## src/rtl/core/ps2kc_pkg.sv

```systemverilog
package ps2kc_pkg;

   // Access kinds carried in req_tuser
   typedef enum logic [1:0] {
      FUNC_DATA_READ   = 2'd0,
      FUNC_STATUS_READ = 2'd1,
      FUNC_DATA_WRITE  = 2'd2,
      FUNC_CMD_WRITE   = 2'd3
   } func_type;

   localparam int RAM_DEPTH   = 31;
   localparam int RAM_AW      = $clog2(RAM_DEPTH);
   localparam int RSP_WIDTH   = 16;

   // Controller commands
   localparam logic [7:0] CMD_READ_CB      = 8'h20;
   localparam logic [7:0] CMD_READ_RAM_LO  = 8'h21;
   localparam logic [7:0] CMD_READ_RAM_HI  = 8'h3f;
   localparam logic [7:0] CMD_WRITE_CB     = 8'h60;
   localparam logic [7:0] CMD_WRITE_RAM_LO = 8'h61;
   localparam logic [7:0] CMD_WRITE_RAM_HI = 8'h7f;
   localparam logic [7:0] CMD_PASSWORD     = 8'ha4;
   localparam logic [7:0] CMD_MOUSE_OFF    = 8'ha7;
   localparam logic [7:0] CMD_MOUSE_ON     = 8'ha8;
   localparam logic [7:0] CMD_MOUSE_TEST   = 8'ha9;
   localparam logic [7:0] CMD_SELF_TEST    = 8'haa;
   localparam logic [7:0] CMD_KBD_TEST     = 8'hab;
   localparam logic [7:0] CMD_KBD_OFF      = 8'had;
   localparam logic [7:0] CMD_KBD_ON       = 8'hae;
   localparam logic [7:0] CMD_READ_OUTPORT = 8'hd0;
   localparam logic [7:0] CMD_WRITE_OUTPORT= 8'hd1;
   localparam logic [7:0] CMD_WRITE_OUTBUF = 8'hd2;
   localparam logic [7:0] CMD_A20_OFF      = 8'hdd;
   localparam logic [7:0] CMD_A20_ON       = 8'hde;
   localparam logic [7:0] CMD_READ_TESTIN  = 8'he0;
   localparam logic [7:0] CMD_PULSE_RESET  = 8'hfe;

   // Command replies
   localparam logic [7:0] RPL_PW_YES       = 8'hfa;
   localparam logic [7:0] RPL_PW_NO        = 8'hf1;
   localparam logic [7:0] RPL_MOUSE_OK     = 8'h01;
   localparam logic [7:0] RPL_SELF_OK      = 8'h55;
   localparam logic [7:0] RPL_KBD_OK       = 8'h00;

   // Bit positions within rsp_tdata
   localparam int RSP_IRQ_BIT   = 8;
   localparam int RSP_A20_BIT   = 9;
   localparam int RSP_RESET_BIT = 10;

endpackage

```

## src/rtl/core/ps2kc_skid.sv

```systemverilog
module ps2kc_skid #(
   parameter int WIDTH = 16
) (
   input  logic             clock,
   input  logic             reset,
   input  logic             in_valid,
   output logic             in_ready,
   input  logic [WIDTH-1:0] in_data,
   output logic             out_valid,
   input  logic             out_ready,
   output logic [WIDTH-1:0] out_data
);

   logic             out_valid_ff, out_valid_in;
   logic [WIDTH-1:0] out_data_ff, out_data_in;
   logic             skid_valid_ff, skid_valid_in;
   logic [WIDTH-1:0] skid_data_ff, skid_data_in;
   logic             in_fire;

   assign in_ready  = !skid_valid_ff;
   assign in_fire   = in_valid && in_ready;
   assign out_valid = out_valid_ff;
   assign out_data  = out_data_ff;

   always_comb begin
      out_valid_in  = out_valid_ff;
      out_data_in   = out_data_ff;
      skid_valid_in = skid_valid_ff;
      skid_data_in  = skid_data_ff;
      if (!out_valid_ff || out_ready) begin
         if (skid_valid_ff) begin
            out_valid_in  = 1'b1;
            out_data_in   = skid_data_ff;
            skid_valid_in = 1'b0;
         end else if (in_fire) begin
            out_valid_in = 1'b1;
            out_data_in  = in_data;
         end else begin
            out_valid_in = 1'b0;
         end
      end else if (in_fire) begin
         // output stalled: park the word
         skid_valid_in = 1'b1;
         skid_data_in  = in_data;
      end
   end

   always_ff @(posedge clock) begin
      if (reset) begin
         out_valid_ff  <= 1'b0;
         skid_valid_ff <= 1'b0;
      end else begin
         out_valid_ff  <= out_valid_in;
         skid_valid_ff <= skid_valid_in;
      end
      out_data_ff  <= out_data_in;
      skid_data_ff <= skid_data_in;
   end

endmodule

```

## src/rtl/core/ps2_keyboard_controller_ports.sv

```systemverilog
// Keyboard controller, processor side: one bus access per word.
// A result is registered: rsp_tvalid rises in the cycle after accept when the output is free.
// Throughput: 1 word per cycle while rsp_tready is high; a two-entry output stage absorbs one stalled result.
// Reset (synchronous): status 0x04, command byte, RAM, lines and buffers cleared,
// password flag cleared, output stage emptied.
module ps2_keyboard_controller_ports
   import ps2kc_pkg::*;
(
   input  logic        clock,
   input  logic        reset,
   input  logic        req_tvalid,
   output logic        req_tready,
   input  logic [7:0]  req_tdata,   // [7:0] write_byte
   input  logic [1:0]  req_tuser,   // [1:0] func
   output logic        rsp_tvalid,
   input  logic        rsp_tready,
   output logic [15:0] rsp_tdata,   // [7:0] read_byte, [8] irq_request,
                                    // [9] a20_enable, [10] cpu_reset_request
   input  logic        csr_we,
   input  logic        csr_wdata
);

   logic       password_ff;
   logic       obf_ff, obf_in;
   logic       cmd_last_ff, cmd_last_in;
   logic [7:0] cb_ff, cb_in;
   logic [7:0] pend_ff, pend_in;
   logic [7:0] ob_ff, ob_in;
   logic       a20_ff, a20_in;
   logic       rst_line_ff, rst_line_in;
   logic       kdata_ff, kdata_in;
   logic       kclk_ff, kclk_in;
   logic [7:0] ram_ff [RAM_DEPTH];

   logic              ram_we;
   logic [RAM_AW-1:0] ram_waddr;
   logic [RAM_AW-1:0] ram_raddr;
   logic [7:0]        ram_wdata;

   logic       req_fire;
   func_type   func;
   logic [7:0] wbyte;
   logic [7:0] status;
   logic [7:0] rd_byte;
   logic       ld;
   logic [7:0] ld_val;
   logic       irq;
   logic [RSP_WIDTH-1:0] rsp_word;

   assign req_fire  = req_tvalid && req_tready;
   assign func      = func_type'(req_tuser);
   assign wbyte     = req_tdata;
   assign status    = {4'b0000, cmd_last_ff, 1'b1, 1'b0, obf_ff};
   assign ram_raddr = wbyte[RAM_AW-1:0] - RAM_AW'(1);

   always_comb begin
      obf_in      = obf_ff;
      cmd_last_in = cmd_last_ff;
      cb_in       = cb_ff;
      pend_in     = pend_ff;
      ob_in       = ob_ff;
      a20_in      = a20_ff;
      rst_line_in = rst_line_ff;
      kdata_in    = kdata_ff;
      kclk_in     = kclk_ff;
      ram_we      = 1'b0;
      ram_waddr   = pend_ff[RAM_AW-1:0] - RAM_AW'(1);
      ram_wdata   = wbyte;
      rd_byte     = 8'h00;
      ld          = 1'b0;
      ld_val      = 8'h00;
      case (func)
         FUNC_DATA_READ: begin
            rd_byte = ob_ff;
            obf_in  = 1'b0;
         end
         FUNC_STATUS_READ: begin
            rd_byte = status;
         end
         FUNC_DATA_WRITE: begin
            if (cmd_last_ff) begin
               if (pend_ff == CMD_WRITE_CB) begin
                  cb_in = wbyte;
               end else if (pend_ff inside {[CMD_WRITE_RAM_LO:CMD_WRITE_RAM_HI]}) begin
                  ram_we = 1'b1;
               end else if (pend_ff == CMD_WRITE_OUTPORT) begin
                  kdata_in    = wbyte[7];
                  kclk_in     = wbyte[6];
                  a20_in      = wbyte[1];
                  rst_line_in = wbyte[0];
                  if (wbyte[4]) begin
                     ld     = 1'b1;
                     ld_val = ob_ff;
                  end
               end else if (pend_ff == CMD_WRITE_OUTBUF) begin
                  ld     = 1'b1;
                  ld_val = wbyte;
               end
            end
            pend_in     = wbyte;
            cmd_last_in = 1'b0;
         end
         FUNC_CMD_WRITE: begin
            pend_in     = wbyte;
            cmd_last_in = 1'b1;
            if (wbyte == CMD_READ_CB) begin
               ld     = 1'b1;
               ld_val = cb_ff;
            end else if (wbyte inside {[CMD_READ_RAM_LO:CMD_READ_RAM_HI]}) begin
               ld     = 1'b1;
               ld_val = ram_ff[ram_raddr];
            end else begin
               case (wbyte)
                  CMD_PASSWORD: begin
                     ld     = 1'b1;
                     ld_val = password_ff ? RPL_PW_YES : RPL_PW_NO;
                  end
                  CMD_MOUSE_OFF:  cb_in = cb_ff | 8'h20;
                  CMD_MOUSE_ON:   cb_in = cb_ff & 8'hdf;
                  CMD_MOUSE_TEST: begin
                     ld     = 1'b1;
                     ld_val = RPL_MOUSE_OK;
                  end
                  CMD_SELF_TEST: begin
                     ld     = 1'b1;
                     ld_val = RPL_SELF_OK;
                  end
                  CMD_KBD_TEST: begin
                     ld     = 1'b1;
                     ld_val = RPL_KBD_OK;
                  end
                  CMD_KBD_OFF:    cb_in = cb_ff | 8'h10;
                  CMD_KBD_ON:     cb_in = cb_ff & 8'hef;
                  CMD_READ_OUTPORT: begin
                     ld     = 1'b1;
                     ld_val = {kdata_ff, kclk_ff, 1'b0, 1'b1, 2'b00, a20_ff, rst_line_ff};
                  end
                  CMD_A20_OFF:    a20_in = 1'b0;
                  CMD_A20_ON:     a20_in = 1'b1;
                  CMD_READ_TESTIN: begin
                     ld     = 1'b1;
                     ld_val = {6'b000000, kdata_ff, kclk_ff};
                  end
                  CMD_PULSE_RESET: rst_line_in = 1'b1;
                  default: ;
               endcase
            end
         end
         default: ;
      endcase
      if (ld) begin
         ob_in  = ld_val;
         obf_in = 1'b1;
      end
   end

   // IRQ follows the command byte as it stands before this access
   assign irq      = ld && cb_ff[0];
   assign rsp_word = {5'b00000, rst_line_in, a20_in, irq, rd_byte};

   always_ff @(posedge clock) begin
      if (reset) begin
         password_ff <= 1'b0;
         obf_ff      <= 1'b0;
         cmd_last_ff <= 1'b0;
         cb_ff       <= 8'h00;
         pend_ff     <= 8'h00;
         ob_ff       <= 8'h00;
         a20_ff      <= 1'b0;
         rst_line_ff <= 1'b0;
         kdata_ff    <= 1'b0;
         kclk_ff     <= 1'b0;
         for (int i = 0; i < RAM_DEPTH; i++) begin
            ram_ff[i] <= 8'h00;
         end
      end else begin
         if (csr_we) begin
            password_ff <= csr_wdata;
         end
         if (req_fire) begin
            obf_ff      <= obf_in;
            cmd_last_ff <= cmd_last_in;
            cb_ff       <= cb_in;
            pend_ff     <= pend_in;
            ob_ff       <= ob_in;
            a20_ff      <= a20_in;
            rst_line_ff <= rst_line_in;
            kdata_ff    <= kdata_in;
            kclk_ff     <= kclk_in;
            if (ram_we) begin
               ram_ff[ram_waddr] <= ram_wdata;
            end
         end
      end
   end

   ps2kc_skid #(
      .WIDTH(RSP_WIDTH)
   ) u_skid (
      .clock    (clock),
      .reset    (reset),
      .in_valid (req_tvalid),
      .in_ready (req_tready),
      .in_data  (rsp_word),
      .out_valid(rsp_tvalid),
      .out_ready(rsp_tready),
      .out_data (rsp_tdata)
   );

endmodule

```

## config.mk

```make
export PLATFORM = sky130hd
export DESIGN_NAME = ps2_keyboard_controller_ports
export DESIGN_NICKNAME = d
export VERILOG_FILES = /design/src/rtl/core/ps2kc_pkg.sv /design/src/rtl/core/ps2kc_skid.sv /design/src/rtl/core/ps2_keyboard_controller_ports.sv
export SDC_FILE = /design/constraint.sdc
export NUM_CORES = 1
export LEC_CHECK = 0
export BUFFER_PORTS_ARGS = -buffer_cell sky130_fd_sc_hd__buf_4
export CORE_ASPECT_RATIO = 0.75
export CORE_MARGIN = 2
export CORE_UTILIZATION = 35
export DETAILED_ROUTE_END_ITERATION = 8
export PLACE_DENSITY = 0.6
export SLEW_MARGIN = 20
export SYNTH_ARGS = -nofsm -noshare
export SYNTH_HDL_FRONTEND = slang
export SYNTH_SLANG_ARGS = --single-unit
```

## constraint.sdc

```tcl
create_clock -name clock -period 6.8 [get_ports clock]
set_input_delay 1.36 -clock clock [delete_from_list [all_inputs] [get_ports clock]]
set_output_delay 1.36 -clock clock [all_outputs]
set_load 0.02 [all_outputs]
```

== Yosys cells after proc, flatten, opt, wreduce, memory -nomap -nowiden ==
Memories as Yosys holds them, arrays and structs flattened.
Index checks and enable logic that the tools add are counted.
Word-level totals
  register bits after elaboration: 55
  memory bits (writable): 248
  bits of input ports: 16
  output and inout bits: 18
  word-level logic and storage cells: 147
  memories: 1
Cells by class
  add/sub/neg operators: 2
  $lt $le $gt $ge: 4
  equal/unequal tests: 31
  mux-type cells: 64
  bitwise operators: 4
  reductions and logical operators: 25
Memory list
  ram_ff: words 31, bits a word 8, read ports 1, clocked after Yosys merged registers in 0, wr ports 31, line ps2_keyboard_controller_ports.sv:33  | logic [7:0] ram_ff [RAM_DEPTH];
Operator list (count)
  equality test 8 bit (second input constant): 15
  2-to-1 mux 8 bit: 11
  one-hot mux 8 bit (2 select lines): 3
  one-hot mux 8 bit (5 select lines): 1
  2-to-1 mux 1 bit: 37
  one-hot mux 6 bit (4 select lines): 1
  2-to-1 mux 11 bit: 2
  AND reduction 9 bit: 2
  != test 2 bit (second input constant): 8
  2-to-1 mux 6 bit: 2
  one-hot mux 1 bit (2 select lines): 5
  AND reduction 2 bit: 5
  subtractor 5 x 1 -> 5 bit (second input constant): 2
  equality test 8 x 6 -> 1 bit (second input constant): 1
  equality test 8 x 7 -> 1 bit (second input constant): 1
  greater-or-equal comparator 8 x 6 -> 1 bit (second input constant): 1
  greater-or-equal comparator 8 x 7 -> 1 bit (second input constant): 1
  <= comparator 8 x 6 -> 1 bit (second input constant): 1
  <= comparator 8 x 7 -> 1 bit (second input constant): 1
  OR reduction 8 bit: 1
  != test 3 x 1 -> 1 bit (second input constant): 2
  != test 6 bit (second input constant): 1
  AND reduction 6 bit: 1
  nonzero test 2 bit: 3
  other kinds (13): 22

== Longest topological paths before layout ==
  depth in word-level cells: 12
  depth in mapped cells: 16
  mapped depth without buffers: 9

== Modules after synthesis ==
Synthesis repeated with hierarchy kept, for this count alone.
Unflattened totals
  cells, all modules: 1223
  area total of the unflattened synthesis: 15334.7 µm²
By module, submodules not included
  ps2_keyboard_controller_ports: instances 1, cells each 1164, area an instance 14054.7 µm², sequential area each 8308.0 µm²
  ps2kc_skid: instances 1, cells each 59, area an instance 1280.0 µm², sequential area each 1001.0 µm²

== Worst setup path after synthesis ==
OpenSTA, ideal clock, no wires.
  path kind: input-to-reg
  start: input port req_tdata[0]
  end: register ob_ff[0]
  library setup time: 0.130 ns
  arrival: 4.681 ns
  data required time: 6.670 ns
  setup slack: 1.989 ns
  stages: 15
  buffers on the path: 6
  cells stage by stage: buf_4 > buf_2 > inv_1 > buf_2 > buf_1 > buf_1 > ha_1 > or3b_1 > buf_6 > xnor2_4 > mux4_1 > mux2i_1 > a211oi_1 > a211oi_1 > nor3_2
On the way
  word-level cells in the longest chain between the ends: 7
  elaborated cells on any way between the ends: 27
  classes of those cells: add/sub: 1; order compare: 2; eq/ne: 7; mux: 13; reduce/logical: 3; memory: 1
Ends and longest elaborated chain
  from (decl): line ps2_keyboard_controller_ports.sv:13  | input logic [7:0] req_tdata,
  branches (longest 7 deep; another with memory (31 x 8 bit))
  to (signal assigned): line ps2_keyboard_controller_ports.sv:185  | ob_ff <= ob_in;
  to (decl): line ps2_keyboard_controller_ports.sv:28  | logic [7:0] ob_ff, ob_in;
Several ways; the timed one is not identified.
A chain may end at the register's enable or synchronous reset.

== Worst setup path after layout ==
  start: input port req_tdata[1]
  end: register ob_ff[7]
The elaborated chain is that of the path after synthesis.

==> run_results.csv <==
group,metric,value,unit
clock_tree,cts.sinks,311,
setup_path,cp.required,7.22,ns
logic_synthesis,synth_cells,1167,
setup_path,cp.arrival,4.76,ns
place,placed_area,15600,µm²
global_route,grt_max_degree,68,
setup_path,ff2ff_setup_slack,3.42,ns
place,hpwlAfterDp,25.3,mm
logic_synthesis,synth_top_area_share,0.558,
global_route,grt_pass1_wl,60.4,mm
logic_synthesis,synth_edf_count,278,
sta,tightest_slew,1.02,ns
clock_tree,cts-resized-gates,0,
sta,setup_viol,0,
logic_synthesis,synth_seq_cells,311,
logic_synthesis,synth_warnings,0,
route,ant_nets,0,
sta,drv_slew,0,
finish,fin_area,16500,µm²
sta,post-route-min-period,4.34,ns
route,via_count,9691,
floorplan,die_y,183,µm
route,firstDrtPassIters,5,
logic_synthesis,synth_cell_types,69,
logic_synthesis,post-synth-top-count-cell,"edfxtp_1",
worst_hold_path,holdCritPathClass,"register to register",
finish,syn_to_final_growth,10.4,%
logic_synthesis,synth.area.top_cells,"edfxtp_1, mux4_2, and2_1",
route,wl,39.3,mm
flow_run,max_cap_violations,0,
place,gp_congestion,0.879,
sta,rsz0062_at_grt,"no",
floorplan,rows,65,
clock_tree,clk_pin_slew_worst_paths,0.07,ns
clock_tree,clock_latency,0.59,ns
sta,hold_viol,0,
global_route,track_usage,0.177,
clock_tree,hold_buffers,0,
setup_path,path_class,"input pin to register",
finish,drive_gt1_frac,0.179,
finish,postLayoutCoreUtil,0.392,
clock_tree,cts_made_buffers,29,
sta,fmax,0.230,GHz
logic_synthesis,async_flop_share,0,
power_and_ir_drop,p_leak,5.57,nW
global_route,antenna_found_initial,0,
clock_tree,cts_setup_buffers,0,
floorplan,start_util,0.355,
sta,fin_crit_sh,0.639,
route,drc_errors,0,
global_route,grt_pass1_vias,9387,
finish,nets,1167,
floorplan,die_x,243,µm
sta,setup_slack,2.46,ns
clock_tree,cts_tree,"yes",
logic_synthesis,synth_top_cell_by_area,"edfxtp_1",
setup_path,cp-end-kind,"register",
logic_synthesis,yosysSeqAreaShare,0.603,
floorplan,ios,34,
clock_tree,clock_path_buffers,3,
global_route,overflow,0,
floorplan,coreArea,42100,µm²
route,wl_per_cell,22.6,µm
logic_synthesis,syn_area,14900,µm²
logic_synthesis,synth_common_cells,"edfxtp_1, and2_1, nor3_1",
route,drtIter0Drc,992,
place,portBuffers,28,
logic_synthesis,ys.flop_type,"edfxtp_1",
route,viasPerCell,5.58,
floorplan,die-area,44400,µm²
setup_path,cp_max_fo,18,
place,post-place-ws,1.94,ns
logic_synthesis,syn_area_per_cell,12.8,µm²
power_and_ir_drop,vdd_ir_drop_max,0.187,mV
power_and_ir_drop,p_per_area,253,nW/µm²
sta,fin_tns_setup,0,ns
setup_path,start_kind,"input pin",
clock_tree,cts_root_buf,"clkbuf_16",
outcome,outcome,"complete, no violations",
clock_tree,htreeDepth,1,
sta,skew,0.0192,ns
sta,slew_headroom,0.320,
[final timing paths]
path / from / end / cells after the start
worst max-delay path: req_tdata[1] / ob_ff[7]$_SDFFE_PP0P_ / 10
worst min register to register: ob_ff[1]$_SDFFE_PP0P_ / ob_ff[1]$_SDFFE_PP0P_ / 2
worst max register to register: u_skid.skid_valid_ff$_SDFFE_PP0P_ / ram_ff[4][1]$_SDFFCE_PN0P_ / 8
worst min-delay path: ob_ff[1]$_SDFFE_PP0P_ / ob_ff[1]$_SDFFE_PP0P_ / 2
[per-stage QoR]
step | cells | total power, mW | hold slack (ns)
finish | 1738 | 4.18 | 0.448
global placement | 1684 | 2.60 | 0.445
global route | 1737 | 4.30 | 0.480
floorplan | 1179 | 2.46 | 0.427
CTS | 1737 | 4.19 | 0.452
detailed placement | 1684 | 2.60 | 0.445
[cell type report]
cell class | instances | area, µm²
Inverter | 7 | 26.3
Clock inverter | 16 | 141
Sequential cell | 311 | 9010
Fill cell | 4061 | 25600
Multi-Input combinational cell | 747 | 5430
Clock buffer | 37 | 776
Timing Repair Buffer | 50 | 400
Tap cell | 569 | 712
Antenna cell | 1 | 2.50
[power breakdown]
part | internal [mW] | leakage (nW) | switching (mW)
clock | 0.883 | 0.445 | 0.726
sequential | 2.13 | 3.14 | 0.0233
combinational | 0.142 | 1.99 | 0.266
total | 3.16 | 5.57 | 1.02
[critical path, cell delays in order]
cell and delay [ns]:
buf_4 0.16, inv_1 0.27, ha_2 0.80, buf_4 0.38, nor2b_1 0.69, nand3_1 0.16
o2111ai_1 0.13, o21ai_0 0.23, o21ai_0 0.46, a221oi_2 0.10
[flip-flops by register name, indices dropped and copies added, names as in the netlist, 8 cells and up]
name                 count
u_skid.skid_data_ff     11
pend_ff                  8
ram_ff                 256
u_skid.out_data         11
cb_ff                    8
ob_ff                    8
[cells by family (layout without fill, tap and decap cells)]
kind of cell | after synthesis | after routing | share of synthesized area
and+or+nand+nor | 521 | 521 | 0.184
AOI/OAI and AO/OA | 115 | 115 | 0.0526
adders and majority gates | 5 | 5 | 0.00418
other | 1 | 14 | 0.000251
xor gates and xnor gates | 7 | 7 | 0.00586
muxes | 86 | 86 | 0.112
DFF | 311 | 311 | 0.603
buffers and inverters | 121 | 110 | 0.0378
[placed cells by master, fill, tap and decap left out, types with 4 or more instances in the layout]
cell / synthesis / layout
a211oi_1: 5 / 5
a21oi_1: 34 / 34
a22oi_1: 6 / 6
a31oi_1: 9 / 9
and2_1: 131 / 131
and3b_1: 4 / 4
buf_4: 10 / 48
clkbuf_1: 68 / 6
clkbuf_16: 0 / 29
clkinv_1: 2 / 11
conb_1: 1 / 13
dfxtp_1: 33 / 33
edfxtp_1: 278 / 278
ha_1: 5 / 4
mux2_2: 10 / 10
mux2i_1: 12 / 12
mux4_2: 62 / 62
nand2_1: 77 / 77
nand3_1: 39 / 39
nand3b_1: 6 / 6
nand4_1: 6 / 6
nor2_1: 66 / 66
nor2b_1: 8 / 8
nor3_1: 131 / 131
o211ai_1: 8 / 8
o21ai_0: 20 / 20
o31ai_1: 4 / 4
or2_2: 32 / 32
[metal layers]
metal  wire length [µm]  GRT usage  vias up
met5                  0          0        -
met4                668     0.0319        0
met3               3810     0.0433       63
met2              16400      0.250      425
met1              18500      0.277     4926
li1                   -          -     4277
Note: power is estimated with default switching activity, not from simulation.
